==> src/sv/tpq_pkg.sv <==
// Shared types and constants for the two-class priority ECN queue.
`default_nettype none

package tpq_pkg;

    localparam logic       OP_ARRIVAL  = 1'b0;
    localparam logic       OP_COMPLETE = 1'b1;

    localparam logic [1:0] EV_ACCEPT   = 2'd0;
    localparam logic [1:0] EV_DROP     = 2'd1;
    localparam logic [1:0] EV_DEPART   = 2'd2;
    localparam logic [1:0] EV_IDLE_CPL = 2'd3;

    localparam logic [1:0] CLS_LOW     = 2'd0;
    localparam logic [1:0] CLS_HIGH    = 2'd1;
    localparam logic [1:0] CLS_NONE    = 2'd2;

    localparam logic [1:0] REG_MAX_HIGH = 2'd0;
    localparam logic [1:0] REG_MAX_LOW  = 2'd1;
    localparam logic [1:0] REG_THR_HIGH = 2'd2;
    localparam logic [1:0] REG_THR_LOW  = 2'd3;

    localparam logic [23:0] MAX_BYTES_RESET = 24'd65536;
    localparam logic [23:0] THRESHOLD_RESET = 24'd32768;

    typedef struct packed {
        logic        operation;
        logic        packet_priority;
        logic [15:0] packet_bytes;
        logic [15:0] packet_tag;
        logic        random_bit;
    } in_word_t;

    typedef struct packed {
        logic [1:0]  event_kind;
        logic [15:0] out_tag;
        logic [15:0] out_bytes;
        logic        out_priority;
        logic        ce_marked;
        logic [23:0] bytes_high_now;
        logic [23:0] bytes_low_now;
        logic [31:0] drops_total;
        logic [31:0] departures_total;
    } out_word_t;

    typedef struct packed {
        logic [23:0] max_bytes_high;
        logic [23:0] max_bytes_low;
        logic [23:0] mark_threshold_high;
        logic [23:0] mark_threshold_low;
    } cfg_t;

    typedef struct packed {
        logic capture_in;
        logic do_read;
        logic do_idle_cpl;
        logic do_arrival;
        logic do_pop;
        logic do_start;
        logic load_out;
    } cmd_t;

    typedef struct packed {
        logic in_op;
        logic serving_none;
        logic start_needed;
    } status_t;

endpackage

`default_nettype wire

==> src/sv/tpq_regs.sv <==
// APB configuration registers: class byte limits and CE thresholds.
`default_nettype none

module tpq_regs (
    input  wire logic           clk,
    input  wire logic           rst_n,
    input  wire logic           psel,
    input  wire logic           penable,
    input  wire logic           pwrite,
    input  wire logic [3:0]     paddr,
    input  wire logic [31:0]    pwdata,
    output logic [31:0]         prdata,
    output logic                pready,
    output tpq_pkg::cfg_t       cfg
);

    tpq_pkg::cfg_t cfg_reg;
    logic          wr_en;

    assign wr_en  = psel && penable && pwrite;
    assign pready = 1'b1;
    assign cfg    = cfg_reg;

    always_ff @(posedge clk or negedge rst_n)
    begin
        if (!rst_n)
        begin
            cfg_reg.max_bytes_high      <= tpq_pkg::MAX_BYTES_RESET;
            cfg_reg.max_bytes_low       <= tpq_pkg::MAX_BYTES_RESET;
            cfg_reg.mark_threshold_high <= tpq_pkg::THRESHOLD_RESET;
            cfg_reg.mark_threshold_low  <= tpq_pkg::THRESHOLD_RESET;
        end
        else if (wr_en)
        begin
            case (paddr[3:2])
                tpq_pkg::REG_MAX_HIGH: cfg_reg.max_bytes_high      <= pwdata[23:0];
                tpq_pkg::REG_MAX_LOW:  cfg_reg.max_bytes_low       <= pwdata[23:0];
                tpq_pkg::REG_THR_HIGH: cfg_reg.mark_threshold_high <= pwdata[23:0];
                tpq_pkg::REG_THR_LOW:  cfg_reg.mark_threshold_low  <= pwdata[23:0];
                default: ;
            endcase
        end
    end

    always_comb
    begin
        case (paddr[3:2])
            tpq_pkg::REG_MAX_HIGH: prdata = {8'd0, cfg_reg.max_bytes_high};
            tpq_pkg::REG_MAX_LOW:  prdata = {8'd0, cfg_reg.max_bytes_low};
            tpq_pkg::REG_THR_HIGH: prdata = {8'd0, cfg_reg.mark_threshold_high};
            tpq_pkg::REG_THR_LOW:  prdata = {8'd0, cfg_reg.mark_threshold_low};
            default:               prdata = 32'd0;
        endcase
    end

endmodule

`default_nettype wire

==> config.mk <==
export PLATFORM = sky130hd
export DESIGN_NAME = tpq_regs
export DESIGN_NICKNAME = d
export VERILOG_FILES = /design/src/sv/tpq_pkg.sv /design/src/sv/tpq_regs.sv
export SDC_FILE = /design/constraint.sdc
export NUM_CORES = 1
export LEC_CHECK = 0
export BUFFER_PORTS_ARGS = -buffer_cell sky130_fd_sc_hd__buf_2
export CORE_ASPECT_RATIO = 1.5
export CORE_MARGIN = 2
export CORE_UTILIZATION = 35
export DETAILED_ROUTE_END_ITERATION = 6
export GPL_TIMING_DRIVEN = 1
export SKIP_CTS_REPAIR_TIMING = 1
export SYNTH_ARGS = -nofsm -noshare
export SYNTH_HDL_FRONTEND = slang
export SYNTH_SLANG_ARGS = --single-unit
==> constraint.sdc <==
create_clock -name clk -period 2.6 [get_ports clk]
set_clock_uncertainty 0.15 [all_clocks]
set_input_delay 0.39 -clock clk [delete_from_list [all_inputs] [get_ports clk]]
set_output_delay 0.39 -clock clk [all_outputs]
set_load 0.005 [all_outputs]
==> results.md <==
- Congestion Overflow GR: 0
- Post-synthesis sequential area ratio: a little under three fifths
- Crit path arrival time: around 1500 ps
- Fmax: ~500 MHz
- Startpoint Class: input port
- Largest net degree at the start of global routing: 53
- Slew margin rel.: just over 60%
- CTS tree: built
- GRT Util Overall: around 15%
- CP max FO: 11
- Pre-Repair DR Iteration Count: 6
- Sw frac: between 20% and 30%
- DR DRC count: 0
- Min-Delay Path Class: in2reg
- Clock share of power: roughly 27%
- Area leader, netlist: dfrtp_1
- Period utilization: around three quarters
- Worst-margin pin slew: roughly 580 ps
- Max-Cap Viols: 0
- Max-slew violations: 0
- Number of flip-flops in the largest register: 96
- Initial DRC Count: a little under 70
- Synth top area share: about 53%
- Max VDD drop: 395.1 uV
- Drt total wl: 9773 um
- Die Ht: 140.3 um
- Setup TNS: 0 ps
- P_int: ~3.3 mW
- Final min period: 1991 ps
- Sink Count: 96
- Root buffer cell: clkbuf_16
- Distinct cell type count after synthesis: 18
- Status: finished clean
- Routability cong.: between 0.7 and 0.8
- Htree depth: 3
- I/O pin count: 170
- Die area: roughly 0.013 mm2
- Area grow syn2layout: 27.60%
- Final Net Count: about 450
- Fin Hold WS: around 180 ps
- Sw Pwr: 1.239 mW
- Syn avg cell area: 17.34 um2
- Crit path capture type: primary output
- Final hold violations: 0
- Row count: 49
- Layout cells sized above 1: around three quarters
- Via count: 2763
- Worst-path clk slew: 70 ps
- Die Span X: 94.86 um
- WP data required: about 2100 ps
- IO Port Bufs: 150
- Top post-synthesis cells by area: dfrtp_1, mux2_2, mux4_2, mux2_4, dfstp_2
- Total CTS buffers: 9
- Finish-stage setup viols: 0
- Vias per std cell: about 4.9
- Reg area: about 0.0024 mm2
- Fill count: 1123
- Mapped Area: around 0.0043 mm2
- Warnings from Yosys: 0
- P_leak: ~2.7 nW
- WL/cell: between 15 and 20 um
- Vias in the first global route: between 2000 and 3000
- CORE AREA: roughly 0.012 mm2
- Multi-input gate area: between 0.0015 and 0.002 mm2
- RSZ-0062 raised after global routing: no
- PD cells: about 820 mW/mm2
- Final ANT Viol Nets: 0
- Initial antenna violation count: 0
- Skew-Pair Late Insertion Delay: 330 ps
- Initial Utilization: a little over a third
- Ant. Diodes: 0
- Dpl hpwl: ~7100 um
- Sequential power share: between 40% and 50%
- First-pass GRT wire length: ~16000 um
- Clk buf depth: 2
- Hold Path Depth: 2
- Worst Path Class, Setup: in2out
- Mapped Cells: between 200 and 300
- Combinational share of power: 26.1%
- Cells on worst reg2reg path: 1
- FF+latch count, synth: 96
-- Yosys cell counts --
| library cell | number |
|---|---|
| mux4_2 | 23 |
| nand3_1 | 1 |
| buf_2 | 7 |
| inv_2 | 1 |
| clkbuf_1 | 2 |
| dfstp_2 | 4 |
| nor3_2 | 1 |
| mux2_4 | 20 |
| or2_1 | 1 |
| conb_1 | 2 |
| buf_4 | 12 |
| mux4_1 | 1 |
| buf_6 | 4 |
| mux2_2 | 76 |
| dfrtp_1 | 92 |
| nor2_1 | 1 |
| or3_1 | 1 |
| nand4_1 | 1 |
-- stage by stage --
step | total power [mW] | instance area, um2 | worst slack [ps] | instances | utilization (%)
floorplan | 2.710 | 4360 | 716.1 | 257 | -
global placement | 3.303 | 5245 | 566.1 | 546 | 43.65
detailed placement | 3.346 | 5245 | 543.7 | 546 | 43.65
CTS | 4.587 | 5520 | 593.4 | 562 | 45.94
global route | 4.781 | 5530 | 549.2 | 563 | 46.02
finish | 4.511 | 5530 | 609.0 | 563 | 46.02
-- layer usage --
layer	part of all wire (%)	vias to the layer above	global-route usage, %
met5	0	-	0
met4	1.2	0	5.034
met3	5.5	9	3.120
met2	55	103	26.47
met1	38	1435	18.35
li1	-	1216	-
-- final timing paths --
check / to / slack, ps / startpoint
setup / recovery: prdata[20] / 610 / paddr[2]
hold / removal: cfg[53]$_DFFE_PN0P_ / 180 / pwdata[5]
setup reg to reg: cfg[50]$_DFFE_PN0P_ / 1660 / cfg[50]$_DFFE_PN0P_
hold reg to reg: cfg[18]$_DFFE_PN0P_ / 380 / cfg[18]$_DFFE_PN0P_
max in group asynchronous: cfg[25]$_DFFE_PN0P_ / 1140 / rst_n
min in group asynchronous: cfg[59]$_DFFE_PN0P_ / 480 / rst_n
-- cell families after synthesis --
group         after synthesis  synth area share (%)
mux                       120                 39.23
flops                      96                 55.54
buf+inv                    26                 4.186
simple gates                6                0.8661
other cells                 2                0.1733
-- layout by cell type, fill, tap and decap left out --
master / n
inv_2: 1
clkinv_4: 2
nand4_1: 1
dfrtp_1: 92
clkbuf_1: 1
conb_1: 9
buf_2: 149
clkinvlp_4: 2
buf_12: 2
buf_4: 10
nor2_2: 1
mux4_2: 23
or3_2: 1
clkinv_2: 1
nand3_1: 1
clkbuf_16: 9
inv_6: 1
mux4_1: 1
dfstp_2: 4
or2_1: 1
dlygate4sd3_1: 1
mux2_4: 20
mux2_2: 76
nor3_4: 1
-- worst max-delay path, stage by stage --
cell and delay, ps:
buf_2 120, buf_4 260, mux4_2 540, buf_2 140
-- cell type report --
class	count	area share (%)
flip-flops and latches	96	43.53
multi-input cells	135	32.22
repair buffers	162	15.75
clock buffers	10	4.140
well taps	153	3.462
clock inverters	6	0.8371
inverters	1	0.06787
-- power groups by stage --
stage / logic (mW) / clock network, mW / registers (mW)
floorplan: 0.583 / 0 / 2.13
global placement: 1.18 / 0 / 2.13
detailed placement: 1.21 / 0 / 2.14
CTS: 1.21 / 1.26 / 2.12
global route: 1.29 / 1.33 / 2.16
finish: 1.18 / 1.22 / 2.11
No activity file was read; power rests on OpenSTA's default activity.
