<file path="src/sv/tpq_pkg.sv">
// Shared types and constants for the two-class priority ECN queue.
`default_nettype none

package tpq_pkg;

    localparam logic       OP_ARRIVAL  = 1'b0;
    localparam logic       OP_COMPLETE = 1'b1;

    localparam logic [1:0] EV_ACCEPT   = 2'd0;
    localparam logic [1:0] EV_DROP     = 2'd1;
    localparam logic [1:0] EV_DEPART   = 2'd2;
    localparam logic [1:0] EV_IDLE_CPL = 2'd3;

    localparam logic [1:0] CLS_LOW     = 2'd0;
    localparam logic [1:0] CLS_HIGH    = 2'd1;
    localparam logic [1:0] CLS_NONE    = 2'd2;

    localparam logic [1:0] REG_MAX_HIGH = 2'd0;
    localparam logic [1:0] REG_MAX_LOW  = 2'd1;
    localparam logic [1:0] REG_THR_HIGH = 2'd2;
    localparam logic [1:0] REG_THR_LOW  = 2'd3;

    localparam logic [23:0] MAX_BYTES_RESET = 24'd65536;
    localparam logic [23:0] THRESHOLD_RESET = 24'd32768;

    typedef struct packed {
        logic        operation;
        logic        packet_priority;
        logic [15:0] packet_bytes;
        logic [15:0] packet_tag;
        logic        random_bit;
    } in_word_t;

    typedef struct packed {
        logic [1:0]  event_kind;
        logic [15:0] out_tag;
        logic [15:0] out_bytes;
        logic        out_priority;
        logic        ce_marked;
        logic [23:0] bytes_high_now;
        logic [23:0] bytes_low_now;
        logic [31:0] drops_total;
        logic [31:0] departures_total;
    } out_word_t;

    typedef struct packed {
        logic [23:0] max_bytes_high;
        logic [23:0] max_bytes_low;
        logic [23:0] mark_threshold_high;
        logic [23:0] mark_threshold_low;
    } cfg_t;

    typedef struct packed {
        logic capture_in;
        logic do_read;
        logic do_idle_cpl;
        logic do_arrival;
        logic do_pop;
        logic do_start;
        logic load_out;
    } cmd_t;

    typedef struct packed {
        logic in_op;
        logic serving_none;
        logic start_needed;
    } status_t;

endpackage

`default_nettype wire

</file>
<file path="src/sv/tpq_ctrl.sv">
// Sequencer for the queue: accept, decide or pop, start service, deliver.
`default_nettype none

module tpq_ctrl (
    input  wire logic             clk,
    input  wire logic             rst_n,
    input  wire logic             in_valid,
    output logic                  in_ready,
    output logic                  out_valid,
    input  wire logic             out_ready,
    input  wire tpq_pkg::status_t stat,
    output tpq_pkg::cmd_t         cmd
);

    localparam logic [2:0] S_IDLE  = 3'd0;
    localparam logic [2:0] S_ARR   = 3'd1;
    localparam logic [2:0] S_POP   = 3'd2;
    localparam logic [2:0] S_START = 3'd3;
    localparam logic [2:0] S_FIN   = 3'd4;

    logic [2:0] state_reg;
    logic [2:0] state_next;
    logic       out_valid_reg;
    logic       out_valid_next;
    logic       accept;
    logic       out_free;

    assign in_ready  = (state_reg == S_IDLE);
    assign accept    = in_valid && in_ready;
    assign out_valid = out_valid_reg;
    assign out_free  = !out_valid_reg || out_ready;

    always_comb
    begin
        cmd            = '0;
        state_next     = state_reg;
        cmd.capture_in = accept;
        case (state_reg)
            S_IDLE:
            begin
                if (accept)
                begin
                    if (stat.in_op == tpq_pkg::OP_ARRIVAL)
                    begin
                        state_next = S_ARR;
                    end
                    else if (stat.serving_none)
                    begin
                        cmd.do_idle_cpl = 1'b1;
                        state_next      = S_FIN;
                    end
                    else
                    begin
                        cmd.do_read = 1'b1;
                        state_next  = S_POP;
                    end
                end
            end
            S_ARR:
            begin
                cmd.do_arrival = 1'b1;
                state_next     = stat.start_needed ? S_START : S_FIN;
            end
            S_POP:
            begin
                cmd.do_pop = 1'b1;
                state_next = S_START;
            end
            S_START:
            begin
                cmd.do_start = 1'b1;
                state_next   = S_FIN;
            end
            S_FIN:
            begin
                if (out_free)
                begin
                    cmd.load_out = 1'b1;
                    state_next   = S_IDLE;
                end
            end
            default:
            begin
                state_next = S_IDLE;
            end
        endcase
    end

    always_comb
    begin
        out_valid_next = out_valid_reg;
        if (cmd.load_out)
        begin
            out_valid_next = 1'b1;
        end
        else if (out_ready)
        begin
            out_valid_next = 1'b0;
        end
    end

    always_ff @(posedge clk or negedge rst_n)
    begin
        if (!rst_n)
        begin
            state_reg     <= S_IDLE;
            out_valid_reg <= 1'b0;
        end
        else
        begin
            state_reg     <= state_next;
            out_valid_reg <= out_valid_next;
        end
    end

    // a pending word is never overwritten
    a_no_overwrite: assert property (@(posedge clk) disable iff (!rst_n)
        cmd.load_out |-> (!out_valid_reg || out_ready))
        else $error("output word overwritten while stalled");

    // each arrival passes through the decision step right after capture
    a_arr_follows: assert property (@(posedge clk) disable iff (!rst_n)
        (accept && stat.in_op == tpq_pkg::OP_ARRIVAL) |=> state_reg == S_ARR)
        else $error("arrival not decided after capture");

endmodule

`default_nettype wire

</file>
<file path="config.mk">
export PLATFORM = sky130hd
export DESIGN_NAME = tpq_ctrl
export DESIGN_NICKNAME = d
export VERILOG_FILES = /design/src/sv/tpq_pkg.sv /design/src/sv/tpq_ctrl.sv
export SDC_FILE = /design/constraint.sdc
export NUM_CORES = 1
export LEC_CHECK = 0
export ABC_AREA = 1
export BUFFER_PORTS_ARGS = -buffer_cell sky130_fd_sc_hd__buf_2
export CORE_AREA = 2 2 39 41
export DETAILED_ROUTE_END_ITERATION = 8
export DIE_AREA = 0 0 41 43
export GPL_ROUTABILITY_DRIVEN = 0
export GPL_TIMING_DRIVEN = 0
export PLACE_DENSITY = 0.5
export SLEW_MARGIN = 20
export SYNTH_ARGS = -nofsm -noshare
export SYNTH_HDL_FRONTEND = slang
export SYNTH_SLANG_ARGS = --single-unit
</file>
<file path="constraint.sdc">
create_clock -name clk -period 1.6 [get_ports clk]
set_input_delay 0.16 -clock clk [delete_from_list [all_inputs] [get_ports clk]]
set_output_delay 0.16 -clock clk [all_outputs]
set_load 0.005 [all_outputs]
</file>
==> results.py, run 1 <==
metrics = {
    "outcome": {
        "status": "completed",
    },
    "route": {
        "firstDrtPassIters": 4,
        "drt-total-wl_um": 609,
        "initialDrtViolationCount": 2,
        "vias_per_cell": 3.80,
        "ant_nets": 0,
        "routedWlPerCell_um": 7.00,
        "drc": 0,
        "num_vias": 331,
    },
    "cells_and_area": {
        "final_common_cell": "buf_2",
        "largest_reg_flops": 3,
        "nNetsFinal": 80,
        "diodes": 0,
        "stdcell_area_sq_um": 448,
        "layout_common_cells": "buf_2 (15), inv_1 (13), nand2_1 (11)",
        "drive_above_1_share": 0.352,
        "fillers": 160,
        "post-route-util": 0.324,
        "area_growth_pct": 39.8,
    },
    "die": {
        "io_pins": 16,
        "core_sq_um": 1380,
        "die_height_um": 43,
        "dieArea_sq_um": 1760,
        "die_w_um": 41,
        "initial_core_util": 0.231,
        "num_rows": 14,
    },
    "pwr": {
        "p_seq_frac": 0.267,
        "power_density_nw_per_um2": 1610,
        "swShare": 0.435,
        "pwr-share-clk": 0.167,
        "intPower_mw": 0.407,
        "net-switching-power_mw": 0.313,
        "vdd_drop_max_uv": 453,
        "p_comb_frac": 0.566,
        "leakagePower_nw": 0.297,
    },
    "synthesis": {
        "synth_fa_ha_area_frac": 0,
        "synth.area.mux_share": 0,
        "synth_compound_area_frac": 0.0430,
        "synth_top_cell_by_area": "dfrtp_1",
        "yosys.area_share.simple": 0.434,
        "syn_area_per_cell_sq_um": 6.16,
        "ys_ff_latch": 4,
        "synth_fp_nets": 59,
        "yosysWarnings": 0,
        "synth_top_area_share": 0.313,
        "synth_top_family_by_area": "simple AND/OR/NAND/NOR gates",
        "synthCells": 52,
        "ys_seq_area_frac": 0.313,
        "yosysUniqueCellTypes": 13,
        "synth_area_leaders": "dfrtp_1 (31%), inv_1 (15%), nand2_1 (13%), nor2_1 (11%), nand3_1 (7.8%)",
        "synthesis.area_sq_um": 320,
        "synth_xor_area_frac": 0,
    },
    "placed_design": {
        "portBuffers": 15,
        "hpwl_um": 533,
        "dpl-instance-area_sq_um": 415,
    },
    "clock_tree": {
        "cts_sinks": 4,
        "cts_resized": 0,
        "clockBufferDepth": 2,
        "post_cts_buffers": 0,
        "clk_pin_slew_ps": 40,
        "clock_latency_ps": 230,
        "cts_root_buf": "clkbuf_4",
        "postCtsHoldBufs": 1,
        "htreeDepth": 1,
        "cts_buffers": 3,
        "cts_tree": "built",
    },
    "global_route": {
        "grtUsageTotal": 0.0818,
        "antenna_found_initial": 0,
        "grt_pass1_wl_um": 966,
        "grt_max_degree": 7,
        "overflow": 0,
        "grt_pass1_vias": 278,
    },
    "timing": {
        "rsz0062_at_grt": "no",
        "hold_viol": 0,
        "fin_worst_hold_slack_ps": 164,
        "skew_ps": 0.310,
        "final.setup.tns_ps": 0,
        "period_minus_slack_ps": 1400,
        "setup_violations": 0,
        "fin_crit_sh": 0.876,
        "tightest_slew_ps": 202,
        "max_slew_margin": 0.865,
        "final_max_slew_viol_count": 0,
        "max_freq_mhz": 713,
    },
    "critical_path": {
        "cp_max_fo": 6,
        "critPathKind": "flop to output pin",
        "start_kind": "flop",
        "endpoint_kind": "output pin",
        "crit_arrival_ps": 1240,
        "crit_required_ps": 1440,
    },
    "min_path": {
        "hp-class": "input port to flop",
    },
    "run": {
        "maxCapViolCount": 0,
    },
}
==> kinds of logic after synthesis <==
| logic type | count (synthesis) |
|---|---|
| AND/OR/NAND/NOR | 30 |
| buffers and inverters | 16 |
| AO/OA/AOI/OAI | 2 |
| flip-flops | 4 |
==> final cells by class <==
| type | instances | area [sq um] | area share |
|---|---|---|---|
| flip-flops and latches | 4 | 100 | 0.223 |
| plain buffers | 2 | 15.0 | 0.0335 |
| repair buffers | 16 | 85.1 | 0.190 |
| multi-input cells | 32 | 153 | 0.341 |
| clock buffers | 3 | 22.5 | 0.0503 |
| well taps | 16 | 20.0 | 0.0447 |
| inverters | 14 | 52.6 | 0.117 |
==> worst paths after layout <==
| check | start | endpoint | slack [ps] | cells after the start |
|---|---|---|---|---|
| max | state_reg[1] | cmd[6] | 200 | 5 |
| min | out_ready | out_valid | 160 | 2 |
| max reg2reg | state_reg[1] | state_reg[1] | 590 | 5 |
| min reg2reg | out_valid | out_valid | 570 | 2 |
| max in group asynchronous | rst_n | state_reg[1] | 1220 | 2 |
| min in group asynchronous | rst_n | state_reg[2] | 270 | 2 |
==> metal layers <==
metal / track usage / vias up / wire, um
met5: 0 / - / 0
met4: 0.0800 / 0 / 0
met3: 0 / 0 / 13
met2: 0.119 / 4 / 308
met1: 0.102 / 139 / 286
li1: - / 188 / -
==> cell usage after synthesis <==
cell,instances
inv_1,13
nand2_1,11
nor2_1,9
nand3_1,5
dfrtp_1,4
buf_4,2
nor3_1,2
a21oi_2,1
inv_2,1
nand2_4,1
nor2_2,1
nor2_4,1
o21ai_0,1
==> per-stage QoR <==
step	std cells	setup WS (ps)	power, mW
detailed placement	83	432	0.609
CTS	87	179	0.737
global placement	83	437	0.606
global route	87	79.4	0.805
floorplan	52	592	0.479
finish	87	198	0.719
==> power by group through the flow <==
stage,combinational (mW),sequential (mW),clock (mW)
after detailed placement,0.414,0.195,0
after global placement,0.412,0.194,0
after CTS,0.417,0.193,0.126
after global routing,0.471,0.200,0.134
final,0.407,0.192,0.120
after floorplan,0.289,0.190,0
==> critical path: stages, from the launching register on <==
cell,delay [ps]
dfrtp_1,430
nor2_4,200
nand2_4,80
nor2_1,100
buf_4,110
buf_2,90
Note: power is estimated with default switching activity, not from simulation.
==> run 2: changes to the inputs <==
--- a/config.mk
+++ b/config.mk
@@ -12,7 +12,6 @@
 export DIE_AREA = 0 0 41 43
 export GPL_ROUTABILITY_DRIVEN = 0
 export GPL_TIMING_DRIVEN = 0
-export PLACE_DENSITY = 0.5
 export SLEW_MARGIN = 20
 export SYNTH_ARGS = -nofsm -noshare
 export SYNTH_HDL_FRONTEND = slang
==> results.py, run 2 (synthesis gave the netlist of run 1 again) <==
metrics = {
    "critical_path": {
        "critPathSlowestCell": "dfrtp_1",
        "cp_max_fo": 6,
        "start_kind": "flop",
        "crit_required_ps": 1440,
        "crit_buf_inv": 2,
        "crit_family": "flip-flops",
        "endpoint_kind": "output pin",
        "crit_arrival_ps": 1240,
        "critPathKind": "flop to output pin",
        "path_cells": "nor2_4 > nand2_4 > nor2_1 > buf_4 > buf_2",
        "slowest_delay_ps": 440,
    },
    "clock_tree": {
        "clk_pin_slew_ps": 40,
        "htreeDepth": 1,
        "clock_latency_ps": 230,
        "cts_sinks": 4,
        "clockBufferDepth": 2,
        "cts_tree": "built",
        "cts_buffers": 3,
        "cts_root_buf": "clkbuf_4",
    },
    "timing": {
        "max_slew_margin": 0.853,
        "fin_crit_sh": 0.877,
        "max_freq_mhz": 713,
        "period_minus_slack_ps": 1400,
        "final_max_slew_viol_count": 0,
        "fin_worst_hold_slack_ps": 161,
        "setup_violations": 0,
        "hold_viol": 0,
        "final.setup.tns_ps": 0,
        "skew_ps": 0.808,
        "rsz0062_at_grt": "no",
        "tightest_slew_ps": 221,
    },
    "route": {
        "initialDrtViolationCount": 1,
        "drt-total-wl_um": 610,
        "routedWlPerCell_um": 7.01,
        "drc": 0,
        "vias_per_cell": 3.91,
        "num_vias": 340,
        "firstDrtPassIters": 3,
        "ant_nets": 0,
    },
    "min_path": {
        "hp-class": "input port to flop",
    },
    "cells_and_area": {
        "multi_input_area_sq_um": 153,
        "diodes": 0,
        "layout_common_cells": "buf_2 (15), inv_1 (13), nand2_1 (11)",
        "stdcell_area_sq_um": 448,
        "final_common_cell": "buf_2",
        "area_growth_pct": 39.8,
        "drive_above_1_share": 0.352,
        "register_area_sq_um": 100,
        "fillers": 157,
        "largest_reg_flops": 3,
        "nNetsFinal": 80,
    },
    "placed_design": {
        "dpl-instance-area_sq_um": 415,
        "portBuffers": 15,
        "hpwl_um": 528,
    },
    "global_route": {
        "grt_pass1_wl_um": 993,
        "antenna_found_initial": 0,
        "overflow": 0,
        "grt_max_degree": 7,
        "grt_pass1_vias": 288,
        "grtUsageTotal": 0.0838,
    },
    "pwr": {
        "leakagePower_nw": 0.297,
        "vdd_drop_max_uv": 578,
        "power_density_nw_per_um2": 1610,
    },
    "die": {
        "num_rows": 14,
        "core_sq_um": 1380,
        "die_w_um": 41,
        "dieArea_sq_um": 1760,
        "initial_core_util": 0.231,
        "die_height_um": 43,
        "io_pins": 16,
    },
    "run": {
        "maxCapViolCount": 0,
    },
    "outcome": {
        "status": "completed",
    },
}
-- run 2: timing repair --
item | in CTS | in global routing
hold buffers | 1 | 0
hold endpoints to repair | 4 | 0
gates resized for setup | 0 | 0
setup buffers | 0 | 0
-- run 2: through the flow --
stage | total power [mW] | utilization | std cells | setup WS (ps)
after floorplan | 0.479 | - | 52 | 592
after global placement | 0.600 | 0.300 | 83 | 450
after detailed placement | 0.610 | 0.300 | 83 | 426
after CTS | 0.738 | 0.324 | 87 | 173
after global routing | 0.812 | 0.324 | 87 | 103
final | 0.723 | 0.324 | 87 | 197
-- run 2: area by class of cell --
| class | count | area share |
|---|---|---|
| Clock buffer | 3 | 0.0503 |
| Buffer | 2 | 0.0335 |
| Multi-Input combinational cell | 32 | 0.341 |
| Tap cell | 16 | 0.0447 |
| Sequential cell | 4 | 0.223 |
| Inverter | 14 | 0.117 |
| Timing Repair Buffer | 16 | 0.190 |
-- run 2: power by group --
group / internal (mW) / switching (mW) / leakage (nW)
Combinational: 0.179 / 0.229 / 0.231
Clock: 0.0836 / 0.0362 / 0.0138
Sequential: 0.144 / 0.0505 / 0.0528
Total: 0.406 / 0.316 / 0.297
-- run 2: path summary, 6_finish.rpt --
check,from,end,slack [ps],cells past startpoint
max,state_reg[1],cmd[6],200,5
min,out_ready,out_valid,160,2
max reg2reg,state_reg[1],state_reg[1],580,5
min reg2reg,out_valid,out_valid,560,2
max in group asynchronous,rst_n,out_valid,1220,2
min in group asynchronous,rst_n,state_reg[2],260,2
-- run 2: routing by layer --
| metal | wire, um | vias to the layer above | GRT usage |
|---|---|---|---|
| met2 | 321 | 4 | 0.128 |
| li1 | - | 190 | - |
| met3 | 25 | 0 | 0 |
| met5 | 0 | - | 0 |
| met4 | 0 | 0 | 0.0800 |
| met1 | 263 | 146 | 0.0980 |
